## src/rtl/rbo_pkg.sv

```systemverilog
// Shared types and constants for the region bounding box overlap block.
// Used by rbo_ctrl, rbo_datapath and the region_bbox_overlap_ratio top level.
`default_nettype none

package rbo_pkg;

  // Number formats
  localparam int COORD_FRAC_BITS = 4;
  localparam int RATIO_FRAC_BITS = 16;
  localparam int COORD_W         = 16;
  localparam int RATIO_W         = 17;
  localparam int HALF_PIX        = 1 << (COORD_FRAC_BITS - 1);

  // Internal widths: widened edges are signed, spans and areas unsigned
  localparam int EDGE_W  = COORD_W + 2;
  localparam int SPAN_W  = COORD_W + 1;
  localparam int AREA_W  = 2 * SPAN_W;
  localparam int UNION_W = AREA_W + 1;
  localparam int REM_W   = UNION_W + 1;

  // Restoring division: one quotient bit per cycle
  localparam int DIV_ITERS = RATIO_FRAC_BITS + 1;
  localparam int QUOT_W    = DIV_ITERS;
  localparam int CNT_W     = $clog2(DIV_ITERS);

  // Port packing
  localparam int OP_W        = 2;
  localparam int IN_DATA_W   = 6 * COORD_W;
  localparam int OUT_BITS    = 2 * RATIO_W + 2;
  localparam int OUT_DATA_W  = ((OUT_BITS + 7) / 8) * 8;

  typedef enum logic [OP_W-1:0] {
    OP_ADD   = 2'd0,
    OP_QUERY = 2'd1,
    OP_CLEAR = 2'd2
  } rbo_op_t;

  typedef enum logic [2:0] {
    ST_IDLE,
    ST_EDGE,
    ST_MUL,
    ST_SUM,
    ST_DIV,
    ST_DONE
  } rbo_state_t;

  // Controller to datapath
  typedef struct packed {
    logic pix_upd;
    logic clear;
    logic q_load;
    logic edge_en;
    logic mul_en;
    logic sum_en;
    logic div_step;
    logic div_first;
    logic out_load;
  } rbo_cmd_t;

  // Datapath to controller
  typedef struct packed {
    logic out_free;
  } rbo_stat_t;

endpackage

`default_nettype wire

```

## src/rtl/rbo_ctrl.sv

```systemverilog
// Sequencer for the overlap block: takes requests and steps a query through
// edge, multiply, sum and divide phases. Depends on rbo_pkg.
`default_nettype none

module rbo_ctrl (
  input  wire logic              clk,
  input  wire logic              rst,
  input  wire logic              in_valid,
  output logic                   in_ready,
  input  wire rbo_pkg::rbo_op_t  in_op,
  input  wire rbo_pkg::rbo_stat_t stat,
  output rbo_pkg::rbo_cmd_t      cmd
);
  import rbo_pkg::*;

  rbo_state_t       state, state_next;
  logic [CNT_W-1:0] cnt, cnt_next;

  // State and iteration counter
  always_ff @(posedge clk) begin
    if (rst) begin
      state <= ST_IDLE;
      cnt   <= '0;
    end else begin
      state <= state_next;
      cnt   <= cnt_next;
    end
  end

  // Next state and commands
  always_comb begin
    state_next = state;
    cnt_next   = cnt;
    in_ready   = 1'b0;
    cmd        = '0;
    case (state)
      ST_IDLE: begin
        // Take no request while reset is held
        in_ready = !rst;
        if (in_valid && !rst) begin
          case (in_op)
            OP_ADD:   cmd.pix_upd = 1'b1;
            OP_CLEAR: cmd.clear   = 1'b1;
            OP_QUERY: begin
              cmd.q_load = 1'b1;
              state_next = ST_EDGE;
            end
            default: ;
          endcase
        end
      end
      ST_EDGE: begin
        cmd.edge_en = 1'b1;
        state_next  = ST_MUL;
      end
      ST_MUL: begin
        cmd.mul_en = 1'b1;
        state_next = ST_SUM;
      end
      ST_SUM: begin
        cmd.sum_en = 1'b1;
        cnt_next   = '0;
        state_next = ST_DIV;
      end
      ST_DIV: begin
        cmd.div_step  = 1'b1;
        cmd.div_first = (cnt == '0);
        if (cnt == CNT_W'(DIV_ITERS - 1)) begin
          state_next = ST_DONE;
        end else begin
          cnt_next = cnt + 1'b1;
        end
      end
      ST_DONE: begin
        // Hold the result until the output register frees up
        if (stat.out_free) begin
          cmd.out_load = 1'b1;
          state_next   = ST_IDLE;
        end
      end
      default: state_next = ST_IDLE;
    endcase
  end

endmodule

`default_nettype wire

```

## src/rtl/rbo_datapath.sv

```systemverilog
// Datapath for the overlap block: region box registers, intersection edges,
// area multipliers, two bit-serial dividers and the output register.
// Depends on rbo_pkg.
`default_nettype none

module rbo_datapath (
  input  wire logic                           clk,
  input  wire logic                           rst,
  input  wire rbo_pkg::rbo_cmd_t              cmd,
  output rbo_pkg::rbo_stat_t                  stat,
  input  wire logic [rbo_pkg::COORD_W-1:0]    pixel_x,
  input  wire logic [rbo_pkg::COORD_W-1:0]    pixel_y,
  input  wire logic [rbo_pkg::COORD_W-1:0]    query_min_x,
  input  wire logic [rbo_pkg::COORD_W-1:0]    query_min_y,
  input  wire logic [rbo_pkg::COORD_W-1:0]    query_max_x,
  input  wire logic [rbo_pkg::COORD_W-1:0]    query_max_y,
  output logic                                out_valid,
  input  wire logic                           out_ready,
  output logic [rbo_pkg::RATIO_W-1:0]         overlap_union_ratio,
  output logic [rbo_pkg::RATIO_W-1:0]         overlap_min_ratio,
  output logic                                region_empty,
  output logic                                boxes_overlap
);
  import rbo_pkg::*;

  localparam logic [EDGE_W-1:0] HALF_E = EDGE_W'(HALF_PIX);

  // Region box state
  logic [COORD_W-1:0] box_left, box_top, box_right, box_bottom;
  logic               has_pixels, box_frozen;

  // Latched query
  logic [COORD_W-1:0] q_l, q_t, q_r, q_b;

  // Edge stage results
  logic              e_empty, e_overlap;
  logic [SPAN_W-1:0] iw, ih, rw, rh, qw, qh;

  // Area stage results
  logic [AREA_W-1:0] a_int, a_reg, a_qry;

  // Divider state
  logic [UNION_W-1:0] den_u;
  logic [AREA_W-1:0]  den_m;
  logic               zero_u, zero_m;
  logic [REM_W-1:0]   rem_u, rem_m;
  logic [QUOT_W-1:0]  quo_u, quo_m;

  // Combinational edge logic
  logic signed [EDGE_W-1:0] rl, rt, rr, rb, ql, qt, qr, qb;
  logic signed [EDGE_W-1:0] il, it, ir, ib;
  logic        [EDGE_W-1:0] d_iw, d_ih, d_rw, d_rh, d_qw, d_qh;

  // Divider step logic
  logic [REM_W-1:0] t_u, t_m, dm_ext, du_ext;
  logic             ge_u, ge_m;

  // Union sum
  logic [UNION_W-1:0] union_sum;

  // Grow or clear the region box
  always_ff @(posedge clk) begin
    if (rst || cmd.clear) begin
      box_left   <= '1;
      box_top    <= '1;
      box_right  <= '0;
      box_bottom <= '0;
      has_pixels <= 1'b0;
      box_frozen <= 1'b0;
    end else begin
      if (cmd.pix_upd && !box_frozen) begin
        if (pixel_x < box_left)   box_left   <= pixel_x;
        if (pixel_x > box_right)  box_right  <= pixel_x;
        if (pixel_y < box_top)    box_top    <= pixel_y;
        if (pixel_y > box_bottom) box_bottom <= pixel_y;
        has_pixels <= 1'b1;
      end
      if (cmd.q_load && has_pixels) begin
        box_frozen <= 1'b1;
      end
    end
  end

  // Latch the query box
  always_ff @(posedge clk) begin
    if (cmd.q_load) begin
      q_l <= query_min_x;
      q_t <= query_min_y;
      q_r <= query_max_x;
      q_b <= query_max_y;
    end
  end

  // Widen the region by half a pixel and intersect with the query
  always_comb begin
    rl = $signed({2'b00, box_left})   - $signed(HALF_E);
    rt = $signed({2'b00, box_top})    - $signed(HALF_E);
    rr = $signed({2'b00, box_right})  + $signed(HALF_E);
    rb = $signed({2'b00, box_bottom}) + $signed(HALF_E);
    ql = $signed({2'b00, q_l});
    qt = $signed({2'b00, q_t});
    qr = $signed({2'b00, q_r});
    qb = $signed({2'b00, q_b});
    il = (rl > ql) ? rl : ql;
    it = (rt > qt) ? rt : qt;
    ir = (rr < qr) ? rr : qr;
    ib = (rb < qb) ? rb : qb;
    d_iw = ir - il;
    d_ih = ib - it;
    d_rw = rr - rl;
    d_rh = rb - rt;
    d_qw = qr - ql;
    d_qh = qb - qt;
  end

  // Register edge results
  always_ff @(posedge clk) begin
    if (cmd.edge_en) begin
      e_empty   <= !has_pixels;
      e_overlap <= has_pixels && !(il > ir) && !(it > ib);
      iw <= d_iw[SPAN_W-1:0];
      ih <= d_ih[SPAN_W-1:0];
      rw <= d_rw[SPAN_W-1:0];
      rh <= d_rh[SPAN_W-1:0];
      qw <= d_qw[SPAN_W-1:0];
      qh <= d_qh[SPAN_W-1:0];
    end
  end

  // Areas
  always_ff @(posedge clk) begin
    if (cmd.mul_en) begin
      a_int <= {{(AREA_W - SPAN_W){1'b0}}, iw} * {{(AREA_W - SPAN_W){1'b0}}, ih};
      a_reg <= {{(AREA_W - SPAN_W){1'b0}}, rw} * {{(AREA_W - SPAN_W){1'b0}}, rh};
      a_qry <= {{(AREA_W - SPAN_W){1'b0}}, qw} * {{(AREA_W - SPAN_W){1'b0}}, qh};
    end
  end

  assign union_sum = {1'b0, a_reg} + {1'b0, a_qry} - {1'b0, a_int};

  // Divider step: shift, compare, subtract
  always_comb begin
    du_ext = {1'b0, den_u};
    dm_ext = {{(REM_W - AREA_W){1'b0}}, den_m};
    t_u  = cmd.div_first ? rem_u : {rem_u[REM_W-2:0], 1'b0};
    t_m  = cmd.div_first ? rem_m : {rem_m[REM_W-2:0], 1'b0};
    ge_u = (t_u >= du_ext);
    ge_m = (t_m >= dm_ext);
  end

  // Load divisors, then advance one quotient bit a cycle
  always_ff @(posedge clk) begin
    if (cmd.sum_en) begin
      den_u  <= union_sum;
      den_m  <= (a_reg < a_qry) ? a_reg : a_qry;
      zero_u <= (union_sum == '0);
      zero_m <= (a_reg == '0) || (a_qry == '0);
      rem_u  <= {{(REM_W - AREA_W){1'b0}}, a_int};
      rem_m  <= {{(REM_W - AREA_W){1'b0}}, a_int};
      quo_u  <= '0;
      quo_m  <= '0;
    end else if (cmd.div_step) begin
      rem_u <= ge_u ? (t_u - du_ext) : t_u;
      rem_m <= ge_m ? (t_m - dm_ext) : t_m;
      quo_u <= {quo_u[QUOT_W-2:0], ge_u};
      quo_m <= {quo_m[QUOT_W-2:0], ge_m};
    end
  end

  // Output register
  always_ff @(posedge clk) begin
    if (rst) begin
      out_valid <= 1'b0;
    end else if (cmd.out_load) begin
      out_valid <= 1'b1;
    end else if (out_ready) begin
      out_valid <= 1'b0;
    end
  end

  always_ff @(posedge clk) begin
    if (cmd.out_load) begin
      overlap_union_ratio <= (e_overlap && !zero_u) ? RATIO_W'(quo_u) : '0;
      overlap_min_ratio   <= (e_overlap && !zero_m) ? RATIO_W'(quo_m) : '0;
      region_empty        <= e_empty;
      boxes_overlap       <= e_overlap;
    end
  end

  assign stat.out_free = !out_valid || out_ready;

endmodule

`default_nettype wire

```

## src/rtl/region_bbox_overlap_ratio.sv

```systemverilog
// Top level of the region bounding box overlap block: stream ports, field
// packing, rbo_ctrl and rbo_datapath. Depends on rbo_pkg.
//
//   channel  direction  payload
//   s_axis   in         tuser: operation; tdata: pixel and query coordinates
//   m_axis   out        tdata: two ratios and two flags, one per query
//
// Add-pixel, clear and ignored requests are taken back to back while idle.
// A query steps through edge, multiply, sum and divide phases, and no request
// is taken meanwhile; the bit-serial dividers produce one quotient bit a cycle.
// Synchronous reset empties the region and drops any pending result.
// A stalled result waits in the output register; new requests are still
// taken until a second query result needs that register.
`default_nettype none

module region_bbox_overlap_ratio (
  input  wire logic                             clk,
  input  wire logic                             rst,
  input  wire logic                             s_axis_tvalid,
  output logic                                  s_axis_tready,
  // operation
  input  wire logic [rbo_pkg::OP_W-1:0]         s_axis_tuser,
  // pixel_x, pixel_y, query_min_x, query_min_y, query_max_x, query_max_y
  input  wire logic [rbo_pkg::IN_DATA_W-1:0]    s_axis_tdata,
  output logic                                  m_axis_tvalid,
  input  wire logic                             m_axis_tready,
  // overlap_union_ratio, overlap_min_ratio, region_empty, boxes_overlap, zero pad
  output logic [rbo_pkg::OUT_DATA_W-1:0]        m_axis_tdata
);
  import rbo_pkg::*;

  rbo_cmd_t           cmd;
  rbo_stat_t          stat;
  logic [RATIO_W-1:0] union_ratio, min_ratio;
  logic               empty_flag, overlap_flag;

  rbo_ctrl u_ctrl (
    .clk      (clk),
    .rst      (rst),
    .in_valid (s_axis_tvalid),
    .in_ready (s_axis_tready),
    .in_op    (rbo_op_t'(s_axis_tuser)),
    .stat     (stat),
    .cmd      (cmd)
  );

  rbo_datapath u_dp (
    .clk                 (clk),
    .rst                 (rst),
    .cmd                 (cmd),
    .stat                (stat),
    .pixel_x             (s_axis_tdata[0*COORD_W +: COORD_W]),
    .pixel_y             (s_axis_tdata[1*COORD_W +: COORD_W]),
    .query_min_x         (s_axis_tdata[2*COORD_W +: COORD_W]),
    .query_min_y         (s_axis_tdata[3*COORD_W +: COORD_W]),
    .query_max_x         (s_axis_tdata[4*COORD_W +: COORD_W]),
    .query_max_y         (s_axis_tdata[5*COORD_W +: COORD_W]),
    .out_valid           (m_axis_tvalid),
    .out_ready           (m_axis_tready),
    .overlap_union_ratio (union_ratio),
    .overlap_min_ratio   (min_ratio),
    .region_empty        (empty_flag),
    .boxes_overlap       (overlap_flag)
  );

  // Pack the result, first field lowest
  assign m_axis_tdata = {{(OUT_DATA_W - OUT_BITS){1'b0}},
                         overlap_flag, empty_flag, min_ratio, union_ratio};

endmodule

`default_nettype wire

```

## config.mk

```make
export PLATFORM = sky130hd
export DESIGN_NAME = region_bbox_overlap_ratio
export DESIGN_NICKNAME = d
export VERILOG_FILES = /design/src/rtl/rbo_pkg.sv /design/src/rtl/rbo_ctrl.sv /design/src/rtl/rbo_datapath.sv /design/src/rtl/region_bbox_overlap_ratio.sv
export SDC_FILE = /design/constraint.sdc
export NUM_CORES = 2
export LEC_CHECK = 0
export BUFFER_PORTS_ARGS = -buffer_cell sky130_fd_sc_hd__buf_2
export CAP_MARGIN = 40
export CORE_MARGIN = 5
export CORE_UTILIZATION = 55
export CTS_CLUSTER_SIZE = 12
export DETAILED_ROUTE_END_ITERATION = 10
export PLACE_DENSITY = 0.71
export SYNTH_ARGS = -nofsm -noshare
export SYNTH_HDL_FRONTEND = slang
export SYNTH_HIERARCHICAL = 1
export SYNTH_SLANG_ARGS = --single-unit
```

## constraint.sdc

```tcl
create_clock -name clk -period 15.9 [get_ports clk]
set_input_delay 3.975 -clock clk [delete_from_list [all_inputs] [get_ports clk]]
set_output_delay 3.975 -clock clk [all_outputs]
set_load 0.1 [all_outputs]
```

==> impl.org <==
** Drt
- Vias after detailed routing :: 47,900
- The detailed router finished its first iteration with just under 3,000 violations.
- Post-DR vias/cell :: 5.58
- In the routed design, unresolved DRC markers number 0.
- The pre-antenna-repair detailed-routing pass consisted of 6 iterations.
- ANT nets after route :: 0
- Wire per inst :: about 19 µm
- Summed over all layers, the routed wires come to 161,000 µm.

** Setup path
- Origin of the critical flop-to-flop path :: u_dp/box_right[5]$_SDFFE_PP0P_
- CP Launch Point :: rst
- Ordered cell list for the critical path :: buf_2 -> nor4_1 -> buf_2
- Of all nets on the critical path, the largest fanout is 12.
- For the worst setup path, the data required time is approximately 12 ns.
- The worst setup path is captured at an output pin.
- Number of cell instances on the worst register-to-register path :: 28
- Number of buffer and inverter instances along the worst setup path :: 2
- Cell type of the slowest stage on the worst timing path :: buf_2
- In this run the critical register-to-register path is captured at u_dp/iw[16]$_DFFE_PP_.
- For the worst setup path, the data arrival time is 4.91 ns.
- For flop-to-flop paths, the worst setup slack is between 8 and 9 ns.
- Among the stages of the critical path, the cell type that occurs most often is buf_2.
- Largest delay share family, worst path :: buffers and inverters
- Critical path class :: in2out
- Launching element type of the critical path :: input pin
- In this design, the stage delay of the slowest critical-path cell is 0.50 ns.

** Floorplanning
- Starting density of the core :: 55.4%
- The die covers 126,000 µm².
- Die span in x :: 355 µm
- Number of cell rows :: about 130
- Die extent in y :: 355 µm
- Count of pins on the block boundary :: 144
- Total core area :: 118,000 µm²

** Clocking
- In this run, CTS created clock tree buffers numbering 66.
- The H-tree was split into 3 levels.
- Post-CTS setup buffers :: 0
- The clock reaches the later pin of the worst-skew pair after roughly 0.66 ns.
- Clock tree from TritonCTS :: built
- Total of cells resized after clock tree synthesis :: 0
- After clock tree synthesis, the flow added hold-fix buffers numbering 0.
- CTS placed an instance of clkbuf_16 at the clock tree root.
- Clock-pin slew was measured on the worst setup and hold paths at 0.06 ns.
- Sink Count :: 558
- No sink is reached through more buffers than the 3 on the longest clock path.

** Logic synthesis
- Async SR Flop Fraction :: 0%
- Count of unique library cells instantiated by Yosys :: 79
- Warnings, synthesis :: 6
- In the synthesized netlist, the number of instances is roughly 7,000.
- Share of synthesized area occupied by flip-flops and latches :: 23.8%
- Among all flip-flop cells after synthesis, the most frequent one is edfxtp_1.
- Average cell area after synthesis :: 9.36 µm²
- In this run the cell area of the synthesized design comes to around 66,000 µm².
- Number of flops mapped to enable cells by yosys :: 445
- Synthesis inferred 558 register bits.

** STA
- Ratio of final minimum period to clock period :: 55.9%
- Post-layout minimum cycle time :: 8.89 ns
- Number of failing hold endpoints at the final stage :: 0
- Setup violations remaining at the end of the flow were counted as 0.
- Unrepaired setup endpoints after global routing :: false
- Static timing analysis puts the maximum clock frequency at about 0.11 GHz.
- Post-route worst hold slack :: 0.462 ns
- Measured against its own limit, the worst slew margin works out to a little over a third.
- At the pin with the least slew margin, the transition time is 0.956 ns.
- Maximum clock skew at final layout :: just under 0.05 ns
- The number of pins exceeding their max-slew limit in the final report came to 0.
- Setup total negative slack :: 0 ns
- Setup slack closes at around 7 ns.

** Power
- Per report_power, the combinational group accounts for 71.0% of the total.
- Leakage component of the power :: around 34 nW
- Worst vdd ir :: between 0.0002 and 0.00025 V
- In this run, the clock network consumes 11.0% of the power.
- In this run the power density over the cells is 199 nW/µm².
- Internal Power :: 7.29 mW
- The analysis attributes to net switching a power of approximately 6.6 mW.
- Total chip power :: 13.9 mW
- Net switching is 47.5% of the power.
- Register share of total power :: roughly 18%

** Layout
- In the layout the commonest cells are inv_1 (1,330), nand2_1 (805), ha_1 (724).
- Compared with the post-synthesis result, the final layout area differs by 6.68%.
- Summing all multi-input logic gate instances after layout gives 44,100 µm².
- Sequential cell area in the final layout :: 15,600 µm²
- Counting the fill cells in the layout gives roughly 10,000.
- The post-route netlist has approximately 6% of its cells at a drive strength greater than 1.
- The library cell used most frequently in the layout, excluding fill and tap cells, is inv_1.
- The net count of the finished layout is 8,551.
- Largest registers :: u_dp/rem_m (36), u_dp/rem_u (36), u_dp/den_u (35)

** Worst hold path
- Hold depth :: 2
- The startpoint identified for the worst hold timing path is u_dp/box_frozen$_SDFFE_PP0P_.
- The path with the worst hold slack has its endpoint at u_dp/box_frozen$_SDFFE_PP0P_.
- Class of the worst hold path :: reg2reg

** GRT
- Global routing finished with a remaining overflow of 0.
- The number of antenna violations at the first check in global routing came to 1.
- Via count of the first global-routing pass :: 50,100
- All-Layer GR Usage :: 25.9%
- The first global-routing pass estimated around 260,000 µm of wire.
- Pin count of the biggest net entering global routing :: 77

** Run
- Max-cap violations in this run came to 0.

** Placed design
- The count of buffers added on input and output ports is 139.
- Detailed placement ended at an HPWL of 129,000 µm.
- Routability-driven placement finished with a final weighted congestion of 0.921.
- Before CTS, the worst setup slack after placement is 7.02 ns.

** Status
- Outcome :: complete, no violations
[cells by family (layout without fill, tap and decap cells)]
| logic type | Yosys count | after routing | share of synthesized area (%) |
|---|---|---|---|
| AO/OA/AOI/OAI | 981 | 981 | 9.65 |
| buffers and inverters | 1575 | 1630 | 9.07 |
| XOR/XNOR | 272 | 272 | 3.65 |
| flip-flops | 558 | 558 | 23.8 |
| other | 3 | 11 | 0.0172 |
| AND/OR/NAND/NOR | 1893 | 1893 | 13.7 |
| multiplexers | 280 | 280 | 4.46 |
| adder cells (fa/ha/maj) | 1438 | 1438 | 35.6 |
[final cells by class]
class | instances | share of cell area (%)
Sequential cell | 558 | 22.4
Inverter | 1333 | 7.17
Multi-Input combinational cell | 4874 | 63.0
Tap cell | 1536 | 2.75
Clock inverter | 35 | 0.612
Clock buffer | 84 | 2.49
Timing Repair Buffer | 178 | 1.59
Antenna cell | 1 | 0.00358
[how the worst max path moves through the flow]
stage,endpoint,slack [ns],cells after the start
finish,s_axis_tready,7.01,3
global route,s_axis_tready,6.97,3
CTS,s_axis_tready,7.01,3
detailed placement,s_axis_tready,7.02,3
global placement,s_axis_tready,7.02,3
floorplan,u_dp/q_b[0]$_DFFE_PP_,3.09,4
[metal layers]
metal  GRT usage (%)  routed length (µm)
met1            34.1               67900
met5               0                   0
met3            3.87               10300
met2            42.6               74900
met4            11.6                8060
[power by group through the flow]
stage | sequential (mW) | combinational, mW | clock (mW)
floorplan | 2.38 | 7.42 | 0
global placement | 2.53 | 9.48 | 0
detailed placement | 2.53 | 9.72 | 0
CTS | 2.50 | 9.81 | 1.56
global route | 2.52 | 11.2 | 1.62
finish | 2.51 | 9.85 | 1.53
[through the flow]
| stage | cells | cell area (µm²) | util [%] |
|---|---|---|---|
| floorplan | 7007 | 65500 | - |
| global placement | 8464 | 67500 | 57.1 |
| finish | 8599 | 69900 | 59.1 |
| detailed placement | 8476 | 67700 | 57.3 |
| global route | 8598 | 69900 | 59.1 |
| CTS | 8595 | 69900 | 59.1 |
[synthesized netlist by cell type, drive strengths merged, types with 43 or more instances]
library cell / instances / area share [%]
and2: 334 / 3.2
xor2: 63 / 0.84
nor2b: 62 / 0.59
clkbuf: 224 / 1.3
edfxtp: 445 / 20
o21a: 54 / 0.62
inv: 1333 / 7.6
dfxtp: 113 / 3.5
ha: 724 / 14
nand2b: 43 / 0.41
nand3: 77 / 0.59
mux2i: 184 / 2.8
fa: 714 / 22
a211oi: 48 / 0.56
a21oi: 273 / 2.1
mux2: 96 / 1.6
nor3: 70 / 0.53
nand2: 806 / 4.6
xnor2: 209 / 2.8
a21boi: 44 / 0.50
o21ai: 192 / 1.5
nor2: 313 / 1.8
a21o: 147 / 1.7
o211ai: 46 / 0.53
[worst register-to-register path, delay by kind of cell (launching register included)]
kind | cells | cell delay [ns]
DFF | 1 | 0.41
muxes | 1 | 0.27
and+or+nand+nor | 5 | 1.09
xor gates and xnor gates | 2 | 0.37
buffers and inverters | 3 | 0.57
AOI/OAI and AO/OA | 14 | 3.25
adders and majority gates | 3 | 0.98
No activity file was read; power rests on OpenSTA's default activity.
